### src/hdl/fomd_pkg.sv
// ----------------------------------------------------------------------------
// fomd_pkg
// Shared widths, field limits and the Q16 scale table of the order message
// decoder.
// ----------------------------------------------------------------------------
package fomd_pkg;

  localparam int WORD_W     = 64;
  localparam int BYTE_W     = 8;
  localparam int GROUP_W    = 7;
  localparam int TERM_BIT   = 7;

  localparam int MANT_IDX   = 3;
  localparam int MANT_MAX   = 3;
  localparam int SIZE_MAX   = 2;
  localparam int OID_MAX    = 5;

  localparam int WIN_BYTES  = 10;
  localparam int WIN_W      = WIN_BYTES * BYTE_W;

  localparam int MANT_W     = MANT_MAX * GROUP_W;
  localparam int SCALE_W    = 17;
  localparam int PROD_W     = MANT_W + SCALE_W;
  localparam int PRICE_W    = 37;
  localparam int SIZE_W     = 8;
  localparam int OID_W      = 32;
  localparam int TYPE_W     = 3;
  localparam int EXP_W      = 7;

  typedef logic [1:0]         scale_sel_t;
  typedef logic [MANT_W-1:0]  mant_t;
  typedef logic [WIN_W-1:0]   win_t;

  // Exponent codes that map to a valid scale
  localparam logic [EXP_W-1:0] EXP_ZERO  = 7'd0;
  localparam logic [EXP_W-1:0] EXP_MIN   = 7'd125;

  // Q16 factors for 1, 0.1, 0.01 and 0.001, rounded to nearest
  function automatic logic [SCALE_W-1:0] q16_scale(input scale_sel_t sel);
    logic [SCALE_W-1:0] s;
    case (sel)
      2'd0:    s = 17'd65536;
      2'd1:    s = 17'd6554;
      2'd2:    s = 17'd655;
      default: s = 17'd66;
    endcase
    return s;
  endfunction

endpackage

### src/hdl/fomd_in_if.sv
// ----------------------------------------------------------------------------
// fomd_in_if
// Message request channel: two 64-bit words, low byte first.
// ----------------------------------------------------------------------------
interface fomd_in_if;
  import fomd_pkg::*;

  logic              valid;
  logic              ready;
  logic [WORD_W-1:0] first_word;
  logic [WORD_W-1:0] second_word;

  modport source (output valid, output first_word, output second_word, input ready);
  modport sink   (input valid, input first_word, input second_word, output ready);

endinterface

### src/hdl/fomd_out_if.sv
// ----------------------------------------------------------------------------
// fomd_out_if
// Decoded order channel.
// ----------------------------------------------------------------------------
interface fomd_out_if;
  import fomd_pkg::*;

  logic               valid;
  logic               ready;
  logic [PRICE_W-1:0] price;
  logic [SIZE_W-1:0]  size;
  logic [OID_W-1:0]   order_id;
  logic [TYPE_W-1:0]  order_type;
  logic               exponent_error;

  modport source (output valid, output price, output size, output order_id,
                  output order_type, output exponent_error, input ready);
  modport sink   (input valid, input price, input size, input order_id,
                  input order_type, input exponent_error, output ready);

endinterface

### src/hdl/fast_order_message_decoder.sv
// ----------------------------------------------------------------------------
// fast_order_message_decoder
// Pipeline: a request accepted at in_ch passes through three register stages,
// the last one is the output register, before its order shows at out_ch.
// Throughput: one message per cycle; a stall at out_ch backs up the stages
// and drops in_ch.ready only once all three hold a request.
// Reset: synchronous, active low; clears the stage valid bits only.
// ----------------------------------------------------------------------------
module fast_order_message_decoder (
  input  logic       clk,
  input  logic       rst_n,
  fomd_in_if.sink    in_ch,
  fomd_out_if.source out_ch
);
  import fomd_pkg::*;

  // Whole message, byte k in bits 8k+7:8k
  logic [2*WORD_W-1:0] msg;

  // Stage advance enables: a stage loads when it is empty or moves on
  logic adv1, adv2, adv3;

  // Stage 1: exponent and mantissa
  logic               s1_v_r;
  logic               s1_err_r,  s1_err_nxt;
  scale_sel_t         s1_sel_r,  s1_sel_nxt;
  mant_t              s1_mant_r, s1_mant_nxt;
  win_t               s1_win_r,  s1_win_nxt;   // starts at the size field

  // Stage 2: price product and size
  logic               s2_v_r;
  logic               s2_err_r;
  logic [PRICE_W-1:0] s2_price_r, s2_price_nxt;
  logic [SIZE_W-1:0]  s2_size_r,  s2_size_nxt;
  win_t               s2_win_r,   s2_win_nxt;  // starts at the order ID

  // Stage 3: order ID, type, output register
  logic               s3_v_r;
  logic               s3_err_r;
  logic [PRICE_W-1:0] s3_price_r;
  logic [SIZE_W-1:0]  s3_size_r;
  logic [OID_W-1:0]   s3_oid_r,  s3_oid_nxt;
  logic [TYPE_W-1:0]  s3_type_r, s3_type_nxt;

  assign msg = {in_ch.second_word, in_ch.first_word};

  // Ready ripples back from the output register
  assign adv3 = !s3_v_r || out_ch.ready;
  assign adv2 = !s2_v_r || adv3;
  assign adv1 = !s1_v_r || adv2;
  assign in_ch.ready = adv1;

  // --------------------------------------------------------------------------
  // Stage 1: exponent check, mantissa length and value, align the window
  // --------------------------------------------------------------------------
  always_comb begin
    logic [EXP_W-1:0]  exp_bits;
    logic [BYTE_W-1:0] m0, m1, m2;
    logic [EXP_W-1:0]  neg_exp;

    exp_bits = msg[(MANT_IDX-1)*BYTE_W +: EXP_W];
    m0       = msg[MANT_IDX*BYTE_W     +: BYTE_W];
    m1       = msg[(MANT_IDX+1)*BYTE_W +: BYTE_W];
    m2       = msg[(MANT_IDX+2)*BYTE_W +: BYTE_W];
    neg_exp  = EXP_ZERO - exp_bits;

    // Exponent codes 0, -1, -2, -3 pick the scale; anything else is an error
    s1_err_nxt = !((exp_bits == EXP_ZERO) || (exp_bits >= EXP_MIN));
    s1_sel_nxt = neg_exp[1:0];

    // Mantissa ends at its stop byte or after three bytes
    if (m0[TERM_BIT]) begin
      s1_mant_nxt = MANT_W'(m0[GROUP_W-1:0]);
      s1_win_nxt  = msg[(MANT_IDX+1)*BYTE_W +: WIN_W];
    end else if (m1[TERM_BIT]) begin
      s1_mant_nxt = MANT_W'({m0[GROUP_W-1:0], m1[GROUP_W-1:0]});
      s1_win_nxt  = msg[(MANT_IDX+2)*BYTE_W +: WIN_W];
    end else begin
      s1_mant_nxt = {m0[GROUP_W-1:0], m1[GROUP_W-1:0], m2[GROUP_W-1:0]};
      s1_win_nxt  = msg[(MANT_IDX+3)*BYTE_W +: WIN_W];
    end
  end

  always_ff @(posedge clk) begin
    if (!rst_n) begin
      s1_v_r <= 1'b0;
    end else if (adv1) begin
      s1_v_r <= in_ch.valid;
    end
  end

  // Payload holds while the stage is stalled
  always_ff @(posedge clk) begin
    if (adv1 && in_ch.valid) begin
      s1_err_r  <= s1_err_nxt;
      s1_sel_r  <= s1_sel_nxt;
      s1_mant_r <= s1_mant_nxt;
      s1_win_r  <= s1_win_nxt;
    end
  end

  // --------------------------------------------------------------------------
  // Stage 2: scale the mantissa, decode size, align the window to the ID
  // --------------------------------------------------------------------------
  always_comb begin
    logic [PROD_W-1:0] prod;
    logic [BYTE_W-1:0] z0, z1;

    prod = {{SCALE_W{1'b0}}, s1_mant_r} * {{MANT_W{1'b0}}, q16_scale(s1_sel_r)};
    s2_price_nxt = s1_err_r ? '0 : prod[PRICE_W-1:0];

    z0 = s1_win_r[0      +: BYTE_W];
    z1 = s1_win_r[BYTE_W +: BYTE_W];

    // Size ends at its stop byte or after two bytes; keep the low 8 bits
    if (z0[TERM_BIT]) begin
      s2_size_nxt = SIZE_W'(z0[GROUP_W-1:0]);
      s2_win_nxt  = s1_win_r >> BYTE_W;
    end else begin
      s2_size_nxt = {z0[0], z1[GROUP_W-1:0]};
      s2_win_nxt  = s1_win_r >> (SIZE_MAX*BYTE_W);
    end
  end

  always_ff @(posedge clk) begin
    if (!rst_n) begin
      s2_v_r <= 1'b0;
    end else if (adv2) begin
      s2_v_r <= s1_v_r;
    end
  end

  always_ff @(posedge clk) begin
    if (adv2 && s1_v_r) begin
      s2_err_r   <= s1_err_r;
      s2_price_r <= s2_price_nxt;
      s2_size_r  <= s2_size_nxt;
      s2_win_r   <= s2_win_nxt;
    end
  end

  // --------------------------------------------------------------------------
  // Stage 3: order ID (up to five groups, low 32 bits kept) and type byte
  // --------------------------------------------------------------------------
  always_comb begin
    logic [OID_W-1:0]  acc;
    logic              done;
    logic [2:0]        len;
    logic [BYTE_W-1:0] b;

    acc  = '0;
    done = 1'b0;
    len  = '0;
    for (int j = 0; j < OID_MAX; j++) begin
      b = s2_win_r[j*BYTE_W +: BYTE_W];
      if (!done) begin
        acc = {acc[OID_W-GROUP_W-1:0], b[GROUP_W-1:0]};
        len = 3'(j + 1);
        if (b[TERM_BIT]) begin
          done = 1'b1;
        end
      end
    end
    s3_oid_nxt = acc;

    // Type byte follows the last ID byte
    s3_type_nxt = '0;
    for (int j = 1; j <= OID_MAX; j++) begin
      if (len == 3'(j)) begin
        s3_type_nxt = s2_win_r[j*BYTE_W +: TYPE_W];
      end
    end
  end

  always_ff @(posedge clk) begin
    if (!rst_n) begin
      s3_v_r <= 1'b0;
    end else if (adv3) begin
      s3_v_r <= s2_v_r;
    end
  end

  always_ff @(posedge clk) begin
    if (adv3 && s2_v_r) begin
      s3_err_r   <= s2_err_r;
      s3_price_r <= s2_price_r;
      s3_size_r  <= s2_size_r;
      s3_oid_r   <= s3_oid_nxt;
      s3_type_r  <= s3_type_nxt;
    end
  end

  assign out_ch.valid          = s3_v_r;
  assign out_ch.price          = s3_price_r;
  assign out_ch.size           = s3_size_r;
  assign out_ch.order_id       = s3_oid_r;
  assign out_ch.order_type     = s3_type_r;
  assign out_ch.exponent_error = s3_err_r;

endmodule

### src/flat_wrapper.sv
// flat-port wrapper written by rule: the top's interface ports become plain ports
module fast_order_message_decoder_flat import fomd_pkg::*;
  (clk, rst_n, in_ch_valid, in_ch_first_word, in_ch_second_word, in_ch_ready, out_ch_valid, out_ch_price, out_ch_size, out_ch_order_id, out_ch_order_type, out_ch_exponent_error, out_ch_ready);
  fomd_in_if in_ch_i ();
  fomd_out_if out_ch_i ();
  input  logic clk;
  input  logic rst_n;
  input wire logic [$bits(in_ch_i.valid)-1:0] in_ch_valid;
  input wire logic [$bits(in_ch_i.first_word)-1:0] in_ch_first_word;
  input wire logic [$bits(in_ch_i.second_word)-1:0] in_ch_second_word;
  output wire logic [$bits(in_ch_i.ready)-1:0] in_ch_ready;
  output wire logic [$bits(out_ch_i.valid)-1:0] out_ch_valid;
  output wire logic [$bits(out_ch_i.price)-1:0] out_ch_price;
  output wire logic [$bits(out_ch_i.size)-1:0] out_ch_size;
  output wire logic [$bits(out_ch_i.order_id)-1:0] out_ch_order_id;
  output wire logic [$bits(out_ch_i.order_type)-1:0] out_ch_order_type;
  output wire logic [$bits(out_ch_i.exponent_error)-1:0] out_ch_exponent_error;
  input wire logic [$bits(out_ch_i.ready)-1:0] out_ch_ready;
  assign in_ch_i.valid = in_ch_valid;
  assign in_ch_i.first_word = in_ch_first_word;
  assign in_ch_i.second_word = in_ch_second_word;
  assign in_ch_ready = in_ch_i.ready;
  assign out_ch_valid = out_ch_i.valid;
  assign out_ch_price = out_ch_i.price;
  assign out_ch_size = out_ch_i.size;
  assign out_ch_order_id = out_ch_i.order_id;
  assign out_ch_order_type = out_ch_i.order_type;
  assign out_ch_exponent_error = out_ch_i.exponent_error;
  assign out_ch_i.ready = out_ch_ready;
  fast_order_message_decoder u_core (.clk(clk), .rst_n(rst_n), .in_ch(in_ch_i), .out_ch(out_ch_i));
endmodule
### config.mk
export PLATFORM = sky130hd
export DESIGN_NAME = fast_order_message_decoder_flat
export DESIGN_NICKNAME = d
export VERILOG_FILES = /design/src/hdl/fomd_pkg.sv /design/src/hdl/fomd_in_if.sv /design/src/hdl/fomd_out_if.sv /design/src/hdl/fast_order_message_decoder.sv /design/src/flat_wrapper.sv
export SDC_FILE = /design/constraint.sdc
export NUM_CORES = 1
export LEC_CHECK = 0
export ABC_AREA = 1
export BUFFER_PORTS_ARGS = -buffer_cell sky130_fd_sc_hd__buf_2
export CORE_UTILIZATION = 40
export CTS_CLUSTER_DIAMETER = 50
export DETAILED_ROUTE_END_ITERATION = 6
export PLACE_DENSITY = 0.63
export SYNTH_ARGS = -nofsm -noshare
export SYNTH_HDL_FRONTEND = slang
export SYNTH_SLANG_ARGS = --single-unit
export TNS_END_PERCENT = 50
### constraint.sdc
create_clock -name clk -period 12.11 [get_ports clk]
set_input_delay 3.0275 -clock clk [delete_from_list [all_inputs] [get_ports clk]]
set_output_delay 3.0275 -clock clk [all_outputs]
set_load 0.02 [all_outputs]
==> qor.txt, run 1 <==
DR vias = 15.7k
Core area = 51300 µm²
CP peak stage delay = 0.17 ns
Synth warnings = 0
Row count = 83
P per Cell Area = 164 nW/µm²
WP data required = 9.08 ns
Share of cells above drive strength 1 = 0.0970
Largest delay share family, worst path = buffers and inverters
Drt wl/cell = 16.7 µm
Layout Cells excl Fill = 3250
Critical path, cell by cell = buf_2 -> inv_1 -> nand2_1 -> nor2_1 -> nand2_1 -> buf_2
Cells after DPL = 3193
Remaining DRCs = 0
FFs w/ async S/R, synth = 0
GPL Wtd Cong = 0.937
Post-Synth Adder-Cell Area = 0.270
Num ports = 215
First-pass iteration count of the detailed router = 5
Cts bufs inserted = 31
Max transition margin = 0.242
Critical path class = in -> out
Worst Tran Pin Value = 1.14 ns
Achievable frequency = 149 MHz
R2R Setup Slk = 5.47 ns
Fin crit period = 6.73 ns
Largest net degree at the start of global routing = 98
Post-synth top area share = 0.362
Cell taking the most area after synthesis = edfxtp_1
CTS Buffer Depth = 3
Worst r2r src = u_core.s1_sel_r[1]$_DFFE_PP_
Combinational family with the most area after synthesis = adder cells
Root Buffer = clkbuf_16
Worst Path Buf+Inv = 3
GRT Util Overall = 0.205
Slew Limit Fails = 0
Most frequent cells in the layout = inv_1, nand2_1, edfxtp_1
First-pass GRT wire length = 84200 µm
Sequential area share after synthesis = 0.365
Crit path from = out_ch_ready
Syn Nets = 2874
Die ar. = 52900 µm²
Final Cycle Share = 0.556
Worst Skew = 0.0250 ns
GRT overflow = 0
CTS sink cnt = 254
Syn Inst Count = 2397
Post-Layout Inst Area = 23400 µm²
Port bufs = 175
Post-synthesis register bit count = 254
Post-cts sizing count = 0
P&R area growth vs syn = 12.3%
Worst EP arrival = 3.71 ns
H-tree levels = 1
Clk_lat worst skew = 0.60 ns
Die Height = 230 µm
Initial DRC Count = 1223
Final wirelength = 54200 µm
Setup TNS = 0 ns
Distinct cells, synth = 38
Worst Hold Launch = u_core.s2_size_r[3]$_DFFE_PP_
Status = finished clean
Post-Synth XOR/XNOR Area = 0.00589
Main synth FF type = edfxtp_1
RSZ-0062 raised after global routing = false
Max VDD drop = 0.000140 V
Crit start category = input port
DP HPWL = 44000 µm
Pleak = 12.3 nW
Nets@finish = 3023
Final hold viol count = 0
Synth area leaders = edfxtp_1, fa_1, inv_1
Post-DP Area = 22300 µm²
Initial antenna violation count = 3
Synth Area in Compound Gates = 0.0957
Endpoint class of the critical path = output pin
Max cap viols = 0
Die width = 230 µm
Clock-pin slew on the worst setup and hold paths = 0.06 ns
Slowest cell on crit path = buf_2
Mux share of post-synthesis cell area = 0.00108
Post-DRT Antenna Nets = 0
Commonest non-fill, non-tap cell in the layout = inv_1
Total power = 3.82 mW
Avg Vias per Cell = 4.82
Simple-gate share of the synthesized area = 0.131
Vias in the first global route = 15.3k
Mean post-synth cell area = 8.68 µm²
EDFF count, synth = 251
Setup violators final = 0
Post-CTS Setup Repair Bufs = 0
CP max FO = 3
Hold_buf cts = 0
Synth Cell Area = 20800 µm²
Initial Util = 0.406
Hold/Removal Path Class = reg -> reg
CTS tree = built
power by group:
group / total, mW / leakage [nW] / switching (mW) / internal [mW]
registers: 1.09 / 2.46 / 0.0320 / 1.05
clock network: 0.948 / 0.509 / 0.386 / 0.562
logic: 1.79 / 9.32 / 1.20 / 0.594
total: 3.82 / 12.3 / 1.61 / 2.21
flip-flops by register name (all words and copies together), names as in the netlist, 3 cells and up:
register	flops
u_core.s1_win_r	58
u_core.out_ch.price	37
u_core.out_ch.order_id	32
u_core.s2_price_r	37
u_core.s2_size_r	8
u_core.s1_mant_r	21
u_core.s2_win_r	42
u_core.out_ch.size	8
u_core.out_ch.order_type	3
layout make-up:
class | instances | area, µm²
Sequential cell | 254 | 7600
Multi-Input combinational cell | 1429 | 10500
Timing Repair Buffer | 183 | 936
Antenna cell | 3 | 7.51
Fill cell | 5038 | 27900
Clock buffer | 33 | 783
Clock inverter | 21 | 270
Tap cell | 680 | 851
Inverter | 647 | 2430
metrics by stage:
step	hold WS, ns	setup slack, ns	utilization
final	0.410	5.38	0.456
after global routing	0.399	4.99	0.456
after CTS	0.390	5.38	0.455
after detailed placement	0.405	5.38	0.435
after global placement	0.401	5.42	0.435
after floorplan	0.400	4.60	-
worst paths after layout:
kind | depth (start not counted) | to
worst max register to register | 25 | u_core.s2_price_r[36]$_SDFFCE_PP0P_
worst min register to register | 0 | u_core.out_ch.size[3]$_DFFE_PP_
worst max-delay path | 6 | in_ch_ready
worst min-delay path | 0 | u_core.out_ch.size[3]$_DFFE_PP_
cells in the mapped netlist (8+ instances only):
library cell	instances
ha_1	172
o22ai_1	14
nand2_1	489
inv_1	642
nor3_1	12
xor2_1	10
clkbuf_1	50
o21ai_1	8
nor2_1	136
buf_2	9
nand3_1	36
fa_1	173
edfxtp_1	251
o21ai_0	114
a21oi_1	204
a22oi_1	22
metal layers:
layer / up-vias / GRT usage / wire [µm]
met5: - / 0 / 0
met4: 0 / 0.0464 / 1040
met3: 67 / 0.0273 / 3500
met2: 482 / 0.310 / 23400
met1: 7370 / 0.311 / 26300
li1: 7748 / - / -
cells by family (layout without fill, tap and decap cells):
family / Yosys count / count (layout)
AOI/OAI and AO/OA: 376 / 376
DFF: 254 / 254
and+or+nand+nor: 692 / 692
muxes: 2 / 2
adders and majority gates: 345 / 345
other: 0 / 3
xor gates and xnor gates: 14 / 14
buffers and inverters: 714 / 884
(Power assumes the default switching activity.)
==> run 2, diff against run 1 <==
--- a/config.mk
+++ b/config.mk
@@ -5,7 +5,7 @@
 export SDC_FILE = /design/constraint.sdc
 export NUM_CORES = 1
 export LEC_CHECK = 0
-export ABC_AREA = 1
+export ABC_AREA = 0
 export BUFFER_PORTS_ARGS = -buffer_cell sky130_fd_sc_hd__buf_2
 export CORE_UTILIZATION = 40
 export CTS_CLUSTER_DIAMETER = 50
==> constraint.sdc (replaced) <==
create_clock -name clk -period 6.9 [get_ports clk]
set_input_delay 1.725 -clock clk [delete_from_list [all_inputs] [get_ports clk]]
set_output_delay 1.725 -clock clk [all_outputs]
set_load 0.02 [all_outputs]
==> qor.txt, run 2 <==
Most frequent cells in the layout = inv_1, edfxtp_1, fa_1, buf_2, ha_1
Met1 usage = 0.270
Pleak = 10.5 nW
Global Route met2 Usage = 0.287
P&R area growth vs syn = 12.7%
WP data required = 7.23 ns
First-pass iteration count of the detailed router = 5
Synth Cell Area = 20400 µm²
Die width = 228 µm
Setup TNS = 0 ns
Hold/Removal Path Class = reg -> reg
Setup violators final = 0
Critical path, cell by cell = inv_1 -> ha_2 -> buf_4 -> nand2_1 -> inv_1 -> ha_1 -> fa_1 -> inv_1 -> fa_1 -> inv_1 -> fa_1 -> fa_1 -> inv_1 -> fa_1 -> inv_1 -> ha_1 -> a21o_1 -> or4_1 -> o21ai_2 -> o31ai_1 -> a21oi_1 -> mux2_2
Worst r2r src = u_core.s1_sel_r[0]$_DFFE_PP_
Syn Inst Count = 1854
Cts bufs inserted = 28
Slew Limit Fails = 0
Synth warnings = 0
Share of cells above drive strength 1 = 0.161
Cells after DPL = 2637
Fin crit period = 6.58 ns
Core area = 50200 µm²
Port bufs = 175
Remaining DRCs = 0
Synth top cells by count = inv_1, edfxtp_1, fa_1
Min-Delay Endpoint = u_core.out_ch.price[23]$_DFFE_PP_
DR vias = 13.2k
CTS Buffer Depth = 3
First-pass GRT wire length = 73100 µm
Max cap viols = 0
Root Buffer = clkbuf_16
Largest net degree at the start of global routing = 138
Post-DP Area = 22000 µm²
Drt wl/cell = 17.5 µm
Met3 Usage GRT = 0.0237
Final worst setup slack = 0.324 ns
Hold Path Depth = 0
Worst reg2reg path depth = 22
Vias in the first global route = 13.3k
Row count = 82
Post-DRT Antenna Nets = 0
H-tree levels = 1
Largest register FFs = 58
Die ar. = 51800 µm²
Main synth FF type = edfxtp_1
Final Cycle Share = 0.953
Worst Hold Launch = u_core.s2_price_r[23]$_SDFFCE_PP0P_
GRT Util Overall = 0.183
Max transition margin = 0.197
GRT overflow = 0
Top-count cell post-synth = inv_1
Initial antenna violation count = 1
RSZ-0062 raised after global routing = false
Die Height = 228 µm
Worst Tran Pin Value = 1.20 ns
Worst EP arrival = 6.90 ns
Slowest cell on crit path = or4_1
Busiest layer in global routing = met2
GPL Wtd Cong = 0.893
Final hold viol count = 0
Layout Cells excl Fill = 2687
Hold_buf cts = 0
Most flops, register = u_core.s1_win_r
Worst Skew = 0.0131 ns
Largest delay share family, worst path = adder cells
Achievable frequency = 152 MHz
Clock-pin slew on the worst setup and hold paths = 0.06 ns
Synth area leaders = edfxtp_1, fa_1, ha_1
Largest registers = u_core.s1_win_r x58, u_core.s2_win_r x42
Cell mode on critical path = inv_1
DP HPWL = 37900 µm
FFs w/ async S/R, synth = 0
Post-CTS Setup Repair Bufs = 0
EDFF count, synth = 251
Mean post-synth cell area = 11.0 µm²
P per Cell Area = 410 nW/µm²
Max VDD drop = 0.000389 V
Avg Vias per Cell = 4.93
Post-synth top area share = 0.370
Initial DRC Count = 794
Endpoint class of the critical path = flip-flop
Antenna cells = 0
Pre-CTS setup slack = 0.163 ns
Worst R2R End = u_core.s2_price_r[30]$_SDFFCE_PP0P_
CP peak stage delay = 0.54 ns
Commonest non-fill, non-tap cell in the layout = inv_1
Nets@finish = 2472
Clk_lat worst skew = 0.57 ns
Final wirelength = 47000 µm
Crit start category = flip-flop
CTS tree = built
Worst Path Buf+Inv = 7
# fillers = 4676
Status = finished clean
Post-Layout Inst Area = 22900 µm²
Sequential area share after synthesis = 0.373
Critical path class = reg -> reg
CTS sink cnt = 254
CP max FO = 16
Crit path from = u_core.s1_sel_r[0]$_DFFE_PP_
Num ports = 215
Syn Nets = 2331
Cell taking the most area after synthesis = edfxtp_1
R2R Setup Slk = 0.32 ns
Initial Util = 0.406
Distinct cells, synth = 64
Post-synthesis register bit count = 254
[run 2: cell types whose count changed after synthesis, sizes merged, moves of 22 or more]
cell,change
nor2b,+22
mux2i,+110
a21oi,-166
clkbuf,+23
mux2,+57
and2,+99
inv,-335
o21ai,-27
nor2,-69
nand3,-27
nand2,-343
[run 2: cells by family after synthesis]
group | count (synthesis) | synth area share
buf+inv | 403 | 0.0746
xor+xnor | 47 | 0.0202
fa+ha+maj | 346 | 0.276
compound gates | 218 | 0.0681
flops | 254 | 0.373
mux | 169 | 0.0869
simple gates | 417 | 0.101
[run 2: routing by layer]
| layer | vias up | part of all wire |
|---|---|---|
| li1 | 6460 | - |
| met1 | 6452 | 0.49 |
| met2 | 274 | 0.45 |
| met3 | 56 | 0.041 |
| met4 | 2 | 0.022 |
| met5 | - | 0.00028 |
[run 2: area by class of cell]
cell class / instances / area, µm² / share of cell area
Multi-Input combinational cell: 1197 / 11300 / 0.492
Sequential cell: 254 / 7600 / 0.331
Inverter: 311 / 1170 / 0.0509
Timing Repair Buffer: 203 / 1090 / 0.0477
Tap cell: 672 / 841 / 0.0367
Clock buffer: 33 / 719 / 0.0314
Clock inverter: 17 / 230 / 0.0100
[run 2: through the flow]
step	util	total power, mW	hold WS (ns)
floorplan	-	6.42	0.400
detailed placement	0.438	7.90	0.405
global placement	0.438	7.83	0.402
CTS	0.457	9.47	0.416
global route	0.457	10.3	0.423
finish	0.457	9.41	0.416
[run 2: timing repair]
item	CTS	global route
gates resized for setup	0	4
endpoints found under the hold margin	0	0
endpoints found under the setup margin	0	10
[run 2: worst max path at each step]
stage                                          endpoint  slack [ns]  cells after the start
global placement    u_core.s2_price_r[35]$_SDFFCE_PP0P_        0.23                     22
detailed placement  u_core.s2_price_r[30]$_SDFFCE_PP0P_        0.16                     22
global route        u_core.s2_price_r[33]$_SDFFCE_PP0P_       0.007                     22
finish              u_core.s2_price_r[30]$_SDFFCE_PP0P_        0.32                     22
CTS                 u_core.s2_price_r[35]$_SDFFCE_PP0P_        0.13                     22
floorplan                     u_core.s2_err_r$_DFFE_PP_        0.35                      2
[run 2: power breakdown]
part,switching (mW),internal (mW)
clock network,0.619,0.903
logic,3.42,2.36
registers,0.0848,2.02
total,4.13,5.29
